[src/hdl/lrof_pkg.sv]
`default_nettype none
// ----------------------------------------------------------------------------
// lrof_pkg
// Shared types and the per-sample outlier decision of the lidar range filter.
// ----------------------------------------------------------------------------
package lrof_pkg;

  localparam int unsigned RangeW   = 16;
  localparam int unsigned CfgIdxW  = 2;
  localparam int unsigned FifoDepth = 4;
  localparam int unsigned FifoPtrW  = 2;
  localparam int unsigned FifoCntW  = 3;

  // register indexes of the configuration port
  localparam logic [CfgIdxW-1:0] CFG_RANGE_FLOOR   = 2'd0;
  localparam logic [CfgIdxW-1:0] CFG_RANGE_CEILING = 2'd1;
  localparam logic [CfgIdxW-1:0] CFG_NEAR_CUTOFF   = 2'd2;
  localparam logic [CfgIdxW-1:0] CFG_NEIGHBOUR_GAP = 2'd3;

  localparam logic [RangeW-1:0] RANGE_SAT = 16'hFFFF;

  typedef struct packed {
    logic [RangeW-1:0] range_floor;
    logic [RangeW-1:0] range_ceiling;
    logic [RangeW-1:0] near_cutoff;
    logic [RangeW-1:0] neighbour_gap;
  } lrof_cfg_t;

  typedef struct packed {
    logic [RangeW-1:0] range_mm;
    logic              nan;
    logic              removed;
    logic              scan_end;
  } lrof_res_t;

  // neighbour is a number strictly inside the sensor range
  function automatic logic nb_valid(lrof_cfg_t c, logic present, logic nan,
                                    logic [RangeW-1:0] v);
    return present && !nan && (v > c.range_floor) && (v < c.range_ceiling);
  endfunction

  // neighbour is absent, or a present number lying farther than the allowed gap
  function automatic logic nb_far(lrof_cfg_t c, logic present, logic nan,
                                  logic [RangeW-1:0] v, logic [RangeW-1:0] x);
    logic [RangeW-1:0] d;
    d = (v > x) ? (v - x) : (x - v);
    if (!present) return 1'b1;
    if (nan) return 1'b0;
    return d > c.neighbour_gap;
  endfunction

  // decide one sample from its left (filtered) and right (raw) neighbours
  function automatic lrof_res_t filter_one(lrof_cfg_t c,
                                           logic [RangeW-1:0] x, logic xnan,
                                           logic lp, logic lnan, logic [RangeW-1:0] l,
                                           logic rp, logic rnan, logic [RangeW-1:0] r);
    logic              rem;
    logic              any_valid;
    logic [RangeW-1:0] repl;
    lrof_res_t         res;
    any_valid = nb_valid(c, lp, lnan, l) || nb_valid(c, rp, rnan, r);
    repl = (c.range_ceiling == RANGE_SAT) ? RANGE_SAT : (c.range_ceiling + 16'd1);
    if (xnan) begin
      rem = !any_valid;
    end else if ((x > c.range_ceiling) || (x < c.range_floor)) begin
      rem = 1'b0;
    end else if (x < c.near_cutoff) begin
      rem = 1'b1;
    end else if (!any_valid) begin
      rem = 1'b1;
    end else begin
      rem = nb_far(c, lp, lnan, l, x) && nb_far(c, rp, rnan, r, x);
    end
    res.removed  = rem;
    res.scan_end = 1'b0;
    if (rem) begin
      res.range_mm = repl;
      res.nan      = 1'b0;
    end else begin
      res.range_mm = xnan ? '0 : x;
      res.nan      = xnan;
    end
    return res;
  endfunction

endpackage
`default_nettype wire

[src/hdl/lrof_in_if.sv]
`default_nettype none
// ----------------------------------------------------------------------------
// lrof_in_if
// Sample channel: one raw range sample per beat.
// ----------------------------------------------------------------------------
interface lrof_in_if;
  logic                           valid;
  logic                           ready;
  logic [lrof_pkg::RangeW-1:0]    range_mm;
  logic                           is_nan;
  logic                           scan_end;

  modport source (output valid, output range_mm, output is_nan, output scan_end,
                  input ready);
  modport sink   (input valid, input range_mm, input is_nan, input scan_end,
                  output ready);
endinterface
`default_nettype wire

[src/hdl/lrof_out_if.sv]
`default_nettype none
// ----------------------------------------------------------------------------
// lrof_out_if
// Result channel: one filtered sample per beat.
// ----------------------------------------------------------------------------
interface lrof_out_if;
  logic                           valid;
  logic                           ready;
  logic [lrof_pkg::RangeW-1:0]    out_range_mm;
  logic                           out_nan;
  logic                           was_removed;
  logic                           out_scan_end;

  modport source (output valid, output out_range_mm, output out_nan,
                  output was_removed, output out_scan_end, input ready);
  modport sink   (input valid, input out_range_mm, input out_nan,
                  input was_removed, input out_scan_end, output ready);
endinterface
`default_nettype wire

[src/hdl/lidar_range_outlier_filter_unit.sv]
`default_nettype none
// ----------------------------------------------------------------------------
// lidar_range_outlier_filter_unit
// Removes isolated range samples from a lidar scan stream.
// ----------------------------------------------------------------------------
// Usage:
//   in_ch carries raw samples (range_mm, is_nan, scan_end) one per beat;
//   out_ch carries filtered samples. cfg_we/cfg_index/cfg_wdata write the
//   floor, ceiling, near cut-off and neighbour gap registers, while idle.
//   Each sample is decided once its raw right neighbour arrives, so a
//   result belongs to the previous input beat; the beat marked scan_end
//   releases both the previous sample and its own, which ends the scan.
//   An accepted beat is held in the input register, filtered there and
//   written to a four-entry result queue when the queue has room; its
//   results are offered from the queue once written.
//   Throughput is one sample per cycle while the receiver keeps up; the
//   beat closing a scan adds one extra result, drained by the queue.
//   in_ch.ready drops only when the queue holds more than two results,
//   i.e. when the receiver stalls.
//   Reset (rst_n low, synchronous) empties the queue and the input stage,
//   restores the register defaults and starts a fresh scan.
// ----------------------------------------------------------------------------
module lidar_range_outlier_filter_unit (
  input  wire logic                          clk,
  input  wire logic                          rst_n,
  lrof_in_if.sink                            in_ch,
  lrof_out_if.source                         out_ch,
  input  wire logic                          cfg_we,
  input  wire logic [lrof_pkg::CfgIdxW-1:0]  cfg_index,
  input  wire logic [lrof_pkg::RangeW-1:0]   cfg_wdata
);

  lrof_pkg::lrof_cfg_t             cfg_r;

  logic                            s1_v_r;
  logic [lrof_pkg::RangeW-1:0]     s1_range_r;
  logic                            s1_nan_r;
  logic                            s1_end_r;

  logic [lrof_pkg::RangeW-1:0]     prev_range_r, prev_range_nxt;
  logic                            prev_nan_r, prev_nan_nxt;
  logic [lrof_pkg::RangeW-1:0]     pend_range_r, pend_range_nxt;
  logic                            pend_nan_r, pend_nan_nxt;
  logic                            pend_valid_r, pend_valid_nxt;
  logic                            pend_first_r, pend_first_nxt;

  logic [lrof_pkg::FifoCntW-1:0]   fifo_count;
  logic                            s1_move;
  logic                            in_take;
  logic                            push0_v, push1_v;
  lrof_pkg::lrof_res_t             res_a, res_b;
  logic [lrof_pkg::RangeW-1:0]     left_range;
  logic                            left_nan;

  // configuration registers
  always_ff @(posedge clk) begin
    if (!rst_n) begin
      cfg_r.range_floor   <= 16'd0;
      cfg_r.range_ceiling <= 16'd65534;
      cfg_r.near_cutoff   <= 16'd0;
      cfg_r.neighbour_gap <= 16'd0;
    end else if (cfg_we) begin
      case (cfg_index)
        lrof_pkg::CFG_RANGE_FLOOR:   cfg_r.range_floor   <= cfg_wdata;
        lrof_pkg::CFG_RANGE_CEILING: cfg_r.range_ceiling <= cfg_wdata;
        lrof_pkg::CFG_NEAR_CUTOFF:   cfg_r.near_cutoff   <= cfg_wdata;
        lrof_pkg::CFG_NEIGHBOUR_GAP: cfg_r.neighbour_gap <= cfg_wdata;
        default: ;
      endcase
    end
  end

  // input stage advances when the queue has room for two results
  assign s1_move     = s1_v_r && (fifo_count <= lrof_pkg::FifoCntW'(2));
  assign in_ch.ready = !s1_v_r || s1_move;
  assign in_take     = in_ch.valid && in_ch.ready;

  always_ff @(posedge clk) begin
    if (!rst_n) begin
      s1_v_r <= 1'b0;
    end else if (in_take) begin
      s1_v_r <= 1'b1;
    end else if (s1_move) begin
      s1_v_r <= 1'b0;
    end
  end

  always_ff @(posedge clk) begin
    if (in_take) begin
      s1_range_r <= in_ch.range_mm;
      s1_nan_r   <= in_ch.is_nan;
      s1_end_r   <= in_ch.scan_end;
    end
  end

  // pending sample decided with the new raw sample as right neighbour
  always_comb begin
    res_a = lrof_pkg::filter_one(cfg_r, pend_range_r, pend_nan_r,
                                 !pend_first_r, prev_nan_r, prev_range_r,
                                 1'b1, s1_nan_r, s1_range_r);
    res_a.scan_end = 1'b0;
  end

  // left neighbour of the closing sample is the result just made, if any
  assign left_range = pend_valid_r ? res_a.range_mm : prev_range_r;
  assign left_nan   = pend_valid_r ? res_a.nan      : prev_nan_r;

  // closing sample of the scan has no right neighbour
  always_comb begin
    res_b = lrof_pkg::filter_one(cfg_r, s1_range_r, s1_nan_r,
                                 pend_valid_r, left_nan, left_range,
                                 1'b0, 1'b0, '0);
    res_b.scan_end = 1'b1;
  end

  assign push0_v = s1_move && pend_valid_r;
  assign push1_v = s1_move && s1_end_r;

  // scan state update
  always_comb begin
    prev_range_nxt = prev_range_r;
    prev_nan_nxt   = prev_nan_r;
    pend_range_nxt = pend_range_r;
    pend_nan_nxt   = pend_nan_r;
    pend_valid_nxt = pend_valid_r;
    pend_first_nxt = pend_first_r;
    if (s1_move) begin
      if (pend_valid_r) begin
        prev_range_nxt = res_a.range_mm;
        prev_nan_nxt   = res_a.nan;
        pend_first_nxt = 1'b0;
      end
      if (s1_end_r) begin
        prev_range_nxt = res_b.range_mm;
        prev_nan_nxt   = res_b.nan;
        pend_valid_nxt = 1'b0;
        pend_first_nxt = 1'b1;
      end else begin
        pend_range_nxt = s1_range_r;
        pend_nan_nxt   = s1_nan_r;
        pend_valid_nxt = 1'b1;
      end
    end
  end

  always_ff @(posedge clk) begin
    if (!rst_n) begin
      prev_range_r <= '0;
      prev_nan_r   <= 1'b0;
      pend_range_r <= '0;
      pend_nan_r   <= 1'b0;
      pend_valid_r <= 1'b0;
      pend_first_r <= 1'b1;
    end else begin
      prev_range_r <= prev_range_nxt;
      prev_nan_r   <= prev_nan_nxt;
      pend_range_r <= pend_range_nxt;
      pend_nan_r   <= pend_nan_nxt;
      pend_valid_r <= pend_valid_nxt;
      pend_first_r <= pend_first_nxt;
    end
  end

  // result queue
  lrof_result_fifo u_fifo (
    .clk     (clk),
    .rst_n   (rst_n),
    .push0_v (push0_v),
    .push0_d (res_a),
    .push1_v (push1_v),
    .push1_d (res_b),
    .count   (fifo_count),
    .out_ch  (out_ch)
  );

endmodule
`default_nettype wire

[src/hdl/lrof_result_fifo.sv]
`default_nettype none
// ----------------------------------------------------------------------------
// lrof_result_fifo
// Four-entry result queue taking up to two results a cycle, one out a beat.
// ----------------------------------------------------------------------------
module lrof_result_fifo (
  input  wire logic                          clk,
  input  wire logic                          rst_n,
  input  wire logic                          push0_v,
  input  wire lrof_pkg::lrof_res_t           push0_d,
  input  wire logic                          push1_v,
  input  wire lrof_pkg::lrof_res_t           push1_d,
  output      logic [lrof_pkg::FifoCntW-1:0] count,
  lrof_out_if.source                         out_ch
);

  lrof_pkg::lrof_res_t              mem_r [lrof_pkg::FifoDepth];
  logic [lrof_pkg::FifoPtrW-1:0]    wr_ptr_r, wr_ptr_nxt;
  logic [lrof_pkg::FifoPtrW-1:0]    rd_ptr_r, rd_ptr_nxt;
  logic [lrof_pkg::FifoCntW-1:0]    cnt_r, cnt_nxt;
  logic [1:0]                       n_push;
  logic                             pop;
  lrof_pkg::lrof_res_t              slot0_d;

  // first write slot takes the earlier result
  assign slot0_d = push0_v ? push0_d : push1_d;
  assign n_push  = {1'b0, push0_v} + {1'b0, push1_v};
  assign pop     = (cnt_r != '0) && out_ch.ready;

  // pointers and fill level
  always_comb begin
    wr_ptr_nxt = wr_ptr_r + lrof_pkg::FifoPtrW'(n_push);
    rd_ptr_nxt = rd_ptr_r + lrof_pkg::FifoPtrW'(pop);
    cnt_nxt    = cnt_r + lrof_pkg::FifoCntW'(n_push) - lrof_pkg::FifoCntW'(pop);
  end

  always_ff @(posedge clk) begin
    if (!rst_n) begin
      wr_ptr_r <= '0;
      rd_ptr_r <= '0;
      cnt_r    <= '0;
    end else begin
      wr_ptr_r <= wr_ptr_nxt;
      rd_ptr_r <= rd_ptr_nxt;
      cnt_r    <= cnt_nxt;
    end
  end

  // storage
  always_ff @(posedge clk) begin
    if (n_push != 2'd0) begin
      mem_r[wr_ptr_r] <= slot0_d;
    end
    if (n_push == 2'd2) begin
      mem_r[wr_ptr_r + lrof_pkg::FifoPtrW'(1)] <= push1_d;
    end
  end

  assign count               = cnt_r;
  assign out_ch.valid        = (cnt_r != '0);
  assign out_ch.out_range_mm = mem_r[rd_ptr_r].range_mm;
  assign out_ch.out_nan      = mem_r[rd_ptr_r].nan;
  assign out_ch.was_removed  = mem_r[rd_ptr_r].removed;
  assign out_ch.out_scan_end = mem_r[rd_ptr_r].scan_end;

endmodule
`default_nettype wire

[src/flat_wrapper.sv]
// flat-port wrapper written by rule: the top's interface ports become plain ports
module lidar_range_outlier_filter_unit_flat 
  (clk, rst_n, cfg_we, cfg_index, cfg_wdata, in_ch_valid, in_ch_range_mm, in_ch_is_nan, in_ch_scan_end, in_ch_ready, out_ch_valid, out_ch_out_range_mm, out_ch_out_nan, out_ch_was_removed, out_ch_out_scan_end, out_ch_ready);
  lrof_in_if in_ch_i ();
  lrof_out_if out_ch_i ();
  input  wire logic clk;
  input  wire logic rst_n;
  input  wire logic cfg_we;
  input  wire logic [lrof_pkg::CfgIdxW-1:0] cfg_index;
  input  wire logic [lrof_pkg::RangeW-1:0] cfg_wdata;
  input wire logic [$bits(in_ch_i.valid)-1:0] in_ch_valid;
  input wire logic [$bits(in_ch_i.range_mm)-1:0] in_ch_range_mm;
  input wire logic [$bits(in_ch_i.is_nan)-1:0] in_ch_is_nan;
  input wire logic [$bits(in_ch_i.scan_end)-1:0] in_ch_scan_end;
  output wire logic [$bits(in_ch_i.ready)-1:0] in_ch_ready;
  output wire logic [$bits(out_ch_i.valid)-1:0] out_ch_valid;
  output wire logic [$bits(out_ch_i.out_range_mm)-1:0] out_ch_out_range_mm;
  output wire logic [$bits(out_ch_i.out_nan)-1:0] out_ch_out_nan;
  output wire logic [$bits(out_ch_i.was_removed)-1:0] out_ch_was_removed;
  output wire logic [$bits(out_ch_i.out_scan_end)-1:0] out_ch_out_scan_end;
  input wire logic [$bits(out_ch_i.ready)-1:0] out_ch_ready;
  assign in_ch_i.valid = in_ch_valid;
  assign in_ch_i.range_mm = in_ch_range_mm;
  assign in_ch_i.is_nan = in_ch_is_nan;
  assign in_ch_i.scan_end = in_ch_scan_end;
  assign in_ch_ready = in_ch_i.ready;
  assign out_ch_valid = out_ch_i.valid;
  assign out_ch_out_range_mm = out_ch_i.out_range_mm;
  assign out_ch_out_nan = out_ch_i.out_nan;
  assign out_ch_was_removed = out_ch_i.was_removed;
  assign out_ch_out_scan_end = out_ch_i.out_scan_end;
  assign out_ch_i.ready = out_ch_ready;
  lidar_range_outlier_filter_unit u_core (.clk(clk), .rst_n(rst_n), .in_ch(in_ch_i), .out_ch(out_ch_i), .cfg_we(cfg_we), .cfg_index(cfg_index), .cfg_wdata(cfg_wdata));
endmodule
[config.mk]
export PLATFORM = sky130hd
export DESIGN_NAME = lidar_range_outlier_filter_unit_flat
export DESIGN_NICKNAME = d
export VERILOG_FILES = /design/src/hdl/lrof_pkg.sv /design/src/hdl/lrof_in_if.sv /design/src/hdl/lrof_out_if.sv /design/src/hdl/lidar_range_outlier_filter_unit.sv /design/src/hdl/lrof_result_fifo.sv /design/src/flat_wrapper.sv
export SDC_FILE = /design/constraint.sdc
export NUM_CORES = 1
export LEC_CHECK = 0
export ABC_AREA = 1
export BUFFER_PORTS_ARGS = -buffer_cell sky130_fd_sc_hd__buf_2
export CORE_MARGIN = 4
export CORE_UTILIZATION = 30
export DETAILED_ROUTE_END_ITERATION = 8
export PLACE_DENSITY = 0.44
export SKIP_CTS_REPAIR_TIMING = 1
export SYNTH_ARGS = -nofsm -noshare
export SYNTH_HDL_FRONTEND = slang
export SYNTH_SLANG_ARGS = --single-unit
[constraint.sdc]
create_clock -name clk -period 15.55 [get_ports clk]
set_input_delay 2.3325 -clock clk [delete_from_list [all_inputs] [get_ports clk]]
set_output_delay 2.3325 -clock clk [all_outputs]
set_load 0.01 [all_outputs]
==> results.sh, run 1 <==
export IMPL_relSlewSlack_pct=26.7
export IMPL_final_util_pct=33.9
export IMPL_drc_errors=0
export IMPL_crit_path_start_kind="flip-flop"
export IMPL_rr_startpoint="u_core.pend_range_r[12]$_SDFFE_PN0P_"
export IMPL_yosysMostFrequentCell="nand2_1"
export IMPL_crit_path_end_kind="flip-flop"
export IMPL_synth_mux_area_share_pct=0.492
export IMPL_io_buffers=61
export IMPL_maxCapViolCount=0
export IMPL_fin_area_mm2=0.0205
export IMPL_area_growth_syn_to_layout_pct=11.8
export IMPL_synthArstFlopShare_pct=0
export IMPL_cts_buffers=26
export IMPL_ys_ff_latch=202
export IMPL_first_iter_violations=1602
export IMPL_synth_xor_xnor_area_share_pct=2.49
export IMPL_drive_above_1_share_pct=8.87
export IMPL_ant_nets=0
export IMPL_power_frac_seq_pct=22.5
export IMPL_place_ws_ns=2.21
export IMPL_placed_area_mm2=0.0196
export IMPL_p_per_area_mw_per_mm2=141
export IMPL_rr_worst_depth=56
export IMPL_setup_violations=0
export IMPL_timing_worst_slew_pin_value_ns=1.10
export IMPL_synthSimpleGateAreaFrac_pct=19.8
export IMPL_clock_latency_ns=0.55
export IMPL_status="finished clean"
export IMPL_internal_power_mw=1.53
export IMPL_crit_arrival_ns=13.77
export IMPL_wirelength_um=79200
export IMPL_ys_types=57
export IMPL_die_w_um=255
export IMPL_fin_setup_tns_ns=0
export IMPL_min_period_over_period_pct=86.6
export IMPL_cts_tree="yes"
export IMPL_initial_utilization_pct=30.3
export IMPL_peakVddDrop_uv=78.6
export IMPL_wire_per_inst_um=23.9
export IMPL_place_congestion=0.946
export IMPL_slew_viol_final=0
export IMPL_antenna_found_initial=2
export IMPL_cp_required_ns=15.86
export IMPL_grt_pass1_wl_um=115000
export IMPL_syn_area_mm2=0.0183
export IMPL_fill_cells=6524
export IMPL_power_frac_comb_pct=55.2
export IMPL_synth_edf_count=90
export IMPL_synth_compound_area_share_pct=20.2
export IMPL_clk_pin_slew_ns=0.06
export IMPL_chipHeight_um=255
export IMPL_grtUsageTotal_pct=23.9
export IMPL_cts_sinks=202
export IMPL_dpl_hpwl_um=61200
export IMPL_fmax_mhz=74.3
export IMPL_cts_buffer_depth=3
export IMPL_switching_share_pct=47.2
export IMPL_hold_violations=0
export IMPL_yosys_warnings=0
export IMPL_dieArea_mm2=0.0650
export IMPL_yosysTopAreaCell="ha_1"
export IMPL_crit_type="reg -> reg"
export IMPL_via_per_inst=5.37
export IMPL_synth_top_family_by_area="adder cells"
export IMPL_switchingPower_mw=1.36
export IMPL_multi_input_area_mm2=0.0118
export IMPL_synth_top_cells_by_area="ha_1, edfxtp_1, dfxtp_1"
export IMPL_r2r_end="u_core.u_fifo.mem_r[3][18]$_DFFE_PP_"
export IMPL_leakage_nw=9.48
export IMPL_synthAdderAreaFrac_pct=21.5
export IMPL_ys_seq_area_share_pct=27.0
export IMPL_hp_class="reg -> reg"
export IMPL_slowest_delay_ns=0.81
export IMPL_ys_top_cells_by_count="nand2_1, inv_1, ha_1"
export IMPL_boundaryPins=62
export IMPL_synth_ff_type="dfxtp_1"
export IMPL_rsz0062_at_grt="false"
export IMPL_crit_end="u_core.u_fifo.mem_r[3][18]$_DFFE_PP_"
export IMPL_cts_root_buf="clkbuf_16"
export IMPL_post_route_min_period_ns=13.46
export IMPL_synthCells=2464
export IMPL_skew_ns=0.0108
export IMPL_grt_pass1_vias=17000
export IMPL_rows=90
export IMPL_regArea_mm2=0.00494
export IMPL_synthDominantCellAreaShare_pct=20.8
export IMPL_worst_slack_ns=2.09
export IMPL_grt_overflow=0
export IMPL_drtPass1Iterations=8
export IMPL_worstPathMaxFanout=24
export IMPL_syn_area_per_cell_um2=7.43
export IMPL_pwr_share_clk_pct=22.3
export IMPL_htreeDepth=1
export IMPL_grt_max_degree=85
export IMPL_nNetsFinal=2869
export IMPL_core_area_mm2=0.0604
export IMPL_reg2reg_slack_ns=2.09
export IMPL_crit_top_cell="nand2_1"
export IMPL_synth_fp_nets=2816
export IMPL_worst_path_max_delay_cell="o21ai_0"
export IMPL_via_count=17800
export IMPL_startpoint="u_core.pend_range_r[12]$_SDFFE_PN0P_"
[cell usage in the layout (no fill, tap or decap), types with 7 or more instances in the layout]
cell and n:
a21oi_1 250, o211ai_1 25, edfxtp_1 90, mux2i_1 9
o21ai_0 228, xor2_1 34, xnor2_1 18, o21ai_1 43
nand3_1 113, nand2_2 27, dfxtp_1 112, nand3_2 16
o22ai_1 40, o21a_1 14, inv_2 11, ha_1 304
clkbuf_16 27, nand2_1 431, a21o_1 9, nand4_1 20
o221ai_1 10, nor3_1 23, inv_1 317, nor2_1 155
buf_4 39, buf_2 61, fa_1 7, a221o_1 9
[power groups by stage]
| stage | clock (mW) | sequential (mW) | combinational (mW) |
|---|---|---|---|
| finish | 0.644 | 0.651 | 1.60 |
| global route | 0.678 | 0.653 | 1.79 |
| CTS | 0.659 | 0.649 | 1.60 |
| detailed placement | 0 | 0.660 | 1.59 |
| global placement | 0 | 0.660 | 1.57 |
| floorplan | 0 | 0.634 | 1.09 |
[metal layers]
metal | wire length [um] | global-route usage, %
met1 | 36900 | 34.2
met2 | 35900 | 39.4
met3 | 4610 | 2.41
met4 | 1870 | 4.77
met5 | 0 | 0
[sequential cells by signal (all words and copies together), names as in the netlist, 2 cells and up]
name                    flops
u_core.u_fifo.wr_ptr_r      2
u_core.prev_range_r        16
u_core.cfg_r               64
u_core.pend_range_r        16
u_core.u_fifo.count         3
u_core.u_fifo.rd_ptr_r      2
u_core.u_fifo.mem_r        76
u_core.s1_range_r          16
[critical path, delay by kind of cell (launching register included)]
kind / cells / cell delay, ns
XOR/XNOR: 2 / 0.33
flip-flops: 1 / 0.77
AND/OR/NAND/NOR: 29 / 5.56
AO/OA/AOI/OAI: 14 / 3.65
adder cells (fa/ha/maj): 4 / 1.47
buffers and inverters: 7 / 1.39
[worst min path at each step]
stage,start,endpoint,slack (ns),cells after the start
2_1_floorplan,u_core.cfg_r[16]$_SDFFE_PN0P_,u_core.cfg_r[16]$_SDFFE_PN0P_,0.44,2
3_3_place_gp,u_core.cfg_r[16]$_SDFFE_PN0P_,u_core.cfg_r[16]$_SDFFE_PN0P_,0.47,2
3_5_place_dp,u_core.u_fifo.mem_r[3][0]$_SDFFE_PP1P_,u_core.u_fifo.mem_r[3][0]$_SDFFE_PP1P_,0.47,2
4_1_cts,u_core.u_fifo.mem_r[3][0]$_SDFFE_PP1P_,u_core.u_fifo.mem_r[3][0]$_SDFFE_PP1P_,0.49,2
5_1_grt,u_core.cfg_r[16]$_SDFFE_PN0P_,u_core.cfg_r[16]$_SDFFE_PN0P_,0.51,2
6_report,u_core.u_fifo.mem_r[3][0]$_SDFFE_PP1P_,u_core.u_fifo.mem_r[3][0]$_SDFFE_PP1P_,0.48,2
[through the flow]
stage	std cells	hold slack (ns)	total power [mW]
after global routing	3319	0.506	3.12
after global placement	3271	0.466	2.23
after CTS	3319	0.485	2.90
after floorplan	2464	0.436	1.72
after detailed placement	3271	0.470	2.25
final	3320	0.484	2.89
[layout make-up]
cell class | instances | area share, %
antenna | 1 | 0.0122
clock buffer | 30 | 3.40
clock inverter | 18 | 0.972
inverter | 329 | 6.03
multi-input combinational | 1858 | 57.7
sequential | 202 | 24.2
tap | 782 | 4.78
timing repair buffer | 100 | 2.92
[kinds of logic after synthesis]
group,count (synthesis)
multiplexers,9
AND/OR/NAND/NOR,820
buffers and inverters,404
adder cells (fa/ha/maj),311
flip-flops,202
XOR/XNOR,52
AO/OA/AOI/OAI,666
No activity file was read; power rests on OpenSTA's default activity.
==> run 2: changes to the inputs <==
--- a/config.mk
+++ b/config.mk
@@ -5,12 +5,12 @@
 export SDC_FILE = /design/constraint.sdc
 export NUM_CORES = 1
 export LEC_CHECK = 0
-export ABC_AREA = 1
 export BUFFER_PORTS_ARGS = -buffer_cell sky130_fd_sc_hd__buf_2
 export CORE_MARGIN = 4
-export CORE_UTILIZATION = 30
+export CORE_UTILIZATION = 50
 export DETAILED_ROUTE_END_ITERATION = 8
-export PLACE_DENSITY = 0.44
+export HOLD_SLACK_MARGIN = 0.15
+export PLACE_DENSITY = 0.66
 export SKIP_CTS_REPAIR_TIMING = 1
 export SYNTH_ARGS = -nofsm -noshare
 export SYNTH_HDL_FRONTEND = slang
==> run 2 against run 1 <==
  * Combinational power fell by 7%
  * Critical path depth fell by 6
  * Critical endpoint is now u_core.u_fifo.mem_r[1][15]$_DFFE_PP_
  * Sequential cell count did not move
  * Area after synthesis rose by 2.0%
  * Cell count fell by 20%
  * Clock power fell by 15%
  * Die area fell by 38%
  * Clock skew rose by 0.015 ns
==> results.sh, run 2 <==
export IMPL_wire_per_inst_um=27.7
export IMPL_die_w_um=201
export IMPL_dp_cells=2612
export IMPL_post_route_min_period_ns=14.44
export IMPL_grtUsageTotal_pct=34.9
export IMPL_rsz0062_at_grt="false"
export IMPL_yosysTopAreaCell="ha_1"
export IMPL_nNetsFinal=2522
export IMPL_p_per_area_mw_per_mm2=135
export IMPL_fin_setup_tns_ns=0
export IMPL_drive_above_1_share_pct=9.19
export IMPL_yosysMostFrequentCell="ha_1"
export IMPL_cts_tree="yes"
export IMPL_drtPass1Iterations=6
export IMPL_initial_utilization_pct=50.9
export IMPL_worstPathMaxFanout=83
export IMPL_rr_worst_depth=50
export IMPL_layout_common_cells="ha_1, nand2_1, a21oi_1, inv_1, dfxtp_1"
export IMPL_synth_edf_count=90
export IMPL_timing_worst_slew_pin_value_ns=1.21
export IMPL_clk_pin_slew_ns=0.06
export IMPL_htreeDepth=1
export IMPL_crit_arrival_ns=14.79
export IMPL_regArea_mm2=0.00494
export IMPL_cp_required_ns=15.89
export IMPL_area_growth_syn_to_layout_pct=7.44
export IMPL_dpl_hpwl_um=56200
export IMPL_routed_wl_met3_um=8810
export IMPL_worst_path_max_delay_cell="and2_4"
export IMPL_ys_ff_latch=202
export IMPL_cts_buffer_depth=3
export IMPL_m1WireLength_um=30300
export IMPL_ys_types=86
export IMPL_synthDominantCellAreaShare_pct=20.4
export IMPL_slowest_delay_ns=0.87
export IMPL_ys_seq_area_share_pct=26.5
export IMPL_fmax_mhz=69.2
export IMPL_grt_overflow=0
export IMPL_multi_input_area_mm2=0.0126
export IMPL_wirelength_um=73700
export IMPL_max_flop_register="u_core.u_fifo.mem_r"
export IMPL_antenna_found_initial=0
export IMPL_via_per_inst=6.74
export IMPL_final_common_cell="ha_1"
export IMPL_synthArstFlopShare_pct=0
export IMPL_drc_errors=0
export IMPL_via_count=17900
export IMPL_cts_sinks=202
export IMPL_hp_start="u_core.cfg_r[21]$_SDFFE_PN0P_"
export IMPL_place_congestion=1.02
export IMPL_peakVddDrop_uv=91.8
export IMPL_cts_root_buf="clkbuf_16"
export IMPL_fill_cells=3402
export IMPL_relSlewSlack_pct=19.2
export IMPL_core_area_mm2=0.0367
export IMPL_crit_path_end_kind="flip-flop"
export IMPL_leakage_nw=8.43
export IMPL_dieArea_mm2=0.0405
export IMPL_met2WireLength_um=31100
export IMPL_synth_top_cells_by_area="ha_1, edfxtp_1, dfxtp_1"
export IMPL_crit_type="reg -> reg"
export IMPL_grt_pass1_wl_um=109000
export IMPL_holdPathStages=2
export IMPL_dr_max_layer_used="met4"
export IMPL_antenna_cells=0
export IMPL_synth_fp_nets=2518
export IMPL_hp_class="reg -> reg"
export IMPL_top_regs="u_core.u_fifo.mem_r (76), u_core.cfg_r (64)"
export IMPL_hold_violations=0
export IMPL_crit_path_start_kind="flip-flop"
export IMPL_startpoint="u_core.s1_range_r[0]$_DFFE_PP_"
export IMPL_instances_no_fill=2655
export IMPL_maxCapViolCount=0
export IMPL_ys_top_cells_by_count="ha_1, nand2_1, a21oi_1"
export IMPL_ant_nets=0
export IMPL_first_iter_violations=2228
export IMPL_io_buffers=61
export IMPL_rr_startpoint="u_core.s1_range_r[0]$_DFFE_PP_"
export IMPL_chipHeight_um=201
export IMPL_skew_ns=0.0255
export IMPL_setup_violations=0
export IMPL_syn_area_mm2=0.0187
export IMPL_boundaryPins=62
export IMPL_synth_ff_type="dfxtp_1"
export IMPL_largest_reg_flops=76
export IMPL_synthCells=2166
export IMPL_cts_buffers=24
export IMPL_status="finished clean"
export IMPL_min_period_over_period_pct=92.9
export IMPL_syn_area_per_cell_um2=8.62
export IMPL_clock_latency_ns=0.55
export IMPL_rows=70
export IMPL_yosys_warnings=0
export IMPL_grt_pass1_vias=16900
export IMPL_slew_viol_final=0
export IMPL_grt_max_degree=84
[run 2: cell types whose count changed in the layout (fill, tap and decap cells not counted), moves of 32 or more]
cell | before | now
a21o_1 | 9 | 66
a21oi_1 | 250 | 199
inv_1 | 317 | 166
mux2i_1 | 9 | 41
nand2_1 | 431 | 235
nor2_1 | 155 | 74
o21ai_0 | 228 | 82
o21ai_1 | 43 | 8
o221ai_1 | 10 | 54
[run 2: worst max-delay path, delay by kind of cell (launching register included)]
family	cells	cell delay, ns
adder cells (fa/ha/maj)	5	1.70
multiplexers	4	1.50
XOR/XNOR	2	0.33
buffers and inverters	3	0.69
flip-flops	1	0.69
AND/OR/NAND/NOR	14	4.25
AO/OA/AOI/OAI	22	4.98
[run 2: metrics by stage]
stage	setup WS [ns]	util (%)	hold slack [ns]	cell area, um2	total power [mW]
2_1_floorplan	5.17	-	0.432	18700	1.68
5_1_grt	0.166	54.7	0.470	20100	2.86
4_1_cts	1.41	54.7	0.456	20100	2.67
3_3_place_gp	1.65	52.7	0.443	19300	2.11
3_5_place_dp	1.54	52.7	0.447	19300	2.12
6_report	1.11	54.7	0.455	20100	2.71
[run 2: cell type report]
cell class,count,share of cell area (%)
flip-flops and latches,202,24.6
well taps,468,2.92
clock buffers,34,3.23
multi-input cells,1678,62.8
repair buffers,97,2.87
clock inverters,9,0.455
inverters,167,3.12
[run 2: cells by family (layout without fill, tap and decap cells)]
| kind of cell | after synthesis | count (layout) | synth area share (%) |
|---|---|---|---|
| DFF | 202 | 202 | 26.5 |
| adders and majority gates | 311 | 311 | 21.1 |
| and+or+nand+nor | 621 | 621 | 16.3 |
| xor gates and xnor gates | 55 | 55 | 2.58 |
| buffers and inverters | 286 | 307 | 6.16 |
| muxes | 67 | 67 | 4.91 |
| AOI/OAI and AO/OA | 624 | 624 | 22.4 |
[run 2: power by group]
part	total, mW	switching (mW)	leakage, nW	internal [mW]
clock	0.547	0.238	0.356	0.309
combinational	1.49	0.913	6.35	0.582
sequential	0.664	0.0676	1.72	0.596
[run 2: path summary, 6_finish.rpt]
check,slack (ns),to
max reg2reg,1.11,u_core.u_fifo.mem_r[1][15]$_DFFE_PP_
min,0.45,u_core.cfg_r[21]$_SDFFE_PN0P_
max,1.11,u_core.u_fifo.mem_r[1][15]$_DFFE_PP_
min reg2reg,0.45,u_core.cfg_r[21]$_SDFFE_PN0P_
[run 2: metal layers]
layer  global-route usage (%)  vias up
met5                        0        -
met2                     52.4     1120
li1                         -     8060
met1                     48.8     8518
met4                     13.2        0
met3                     8.41      198
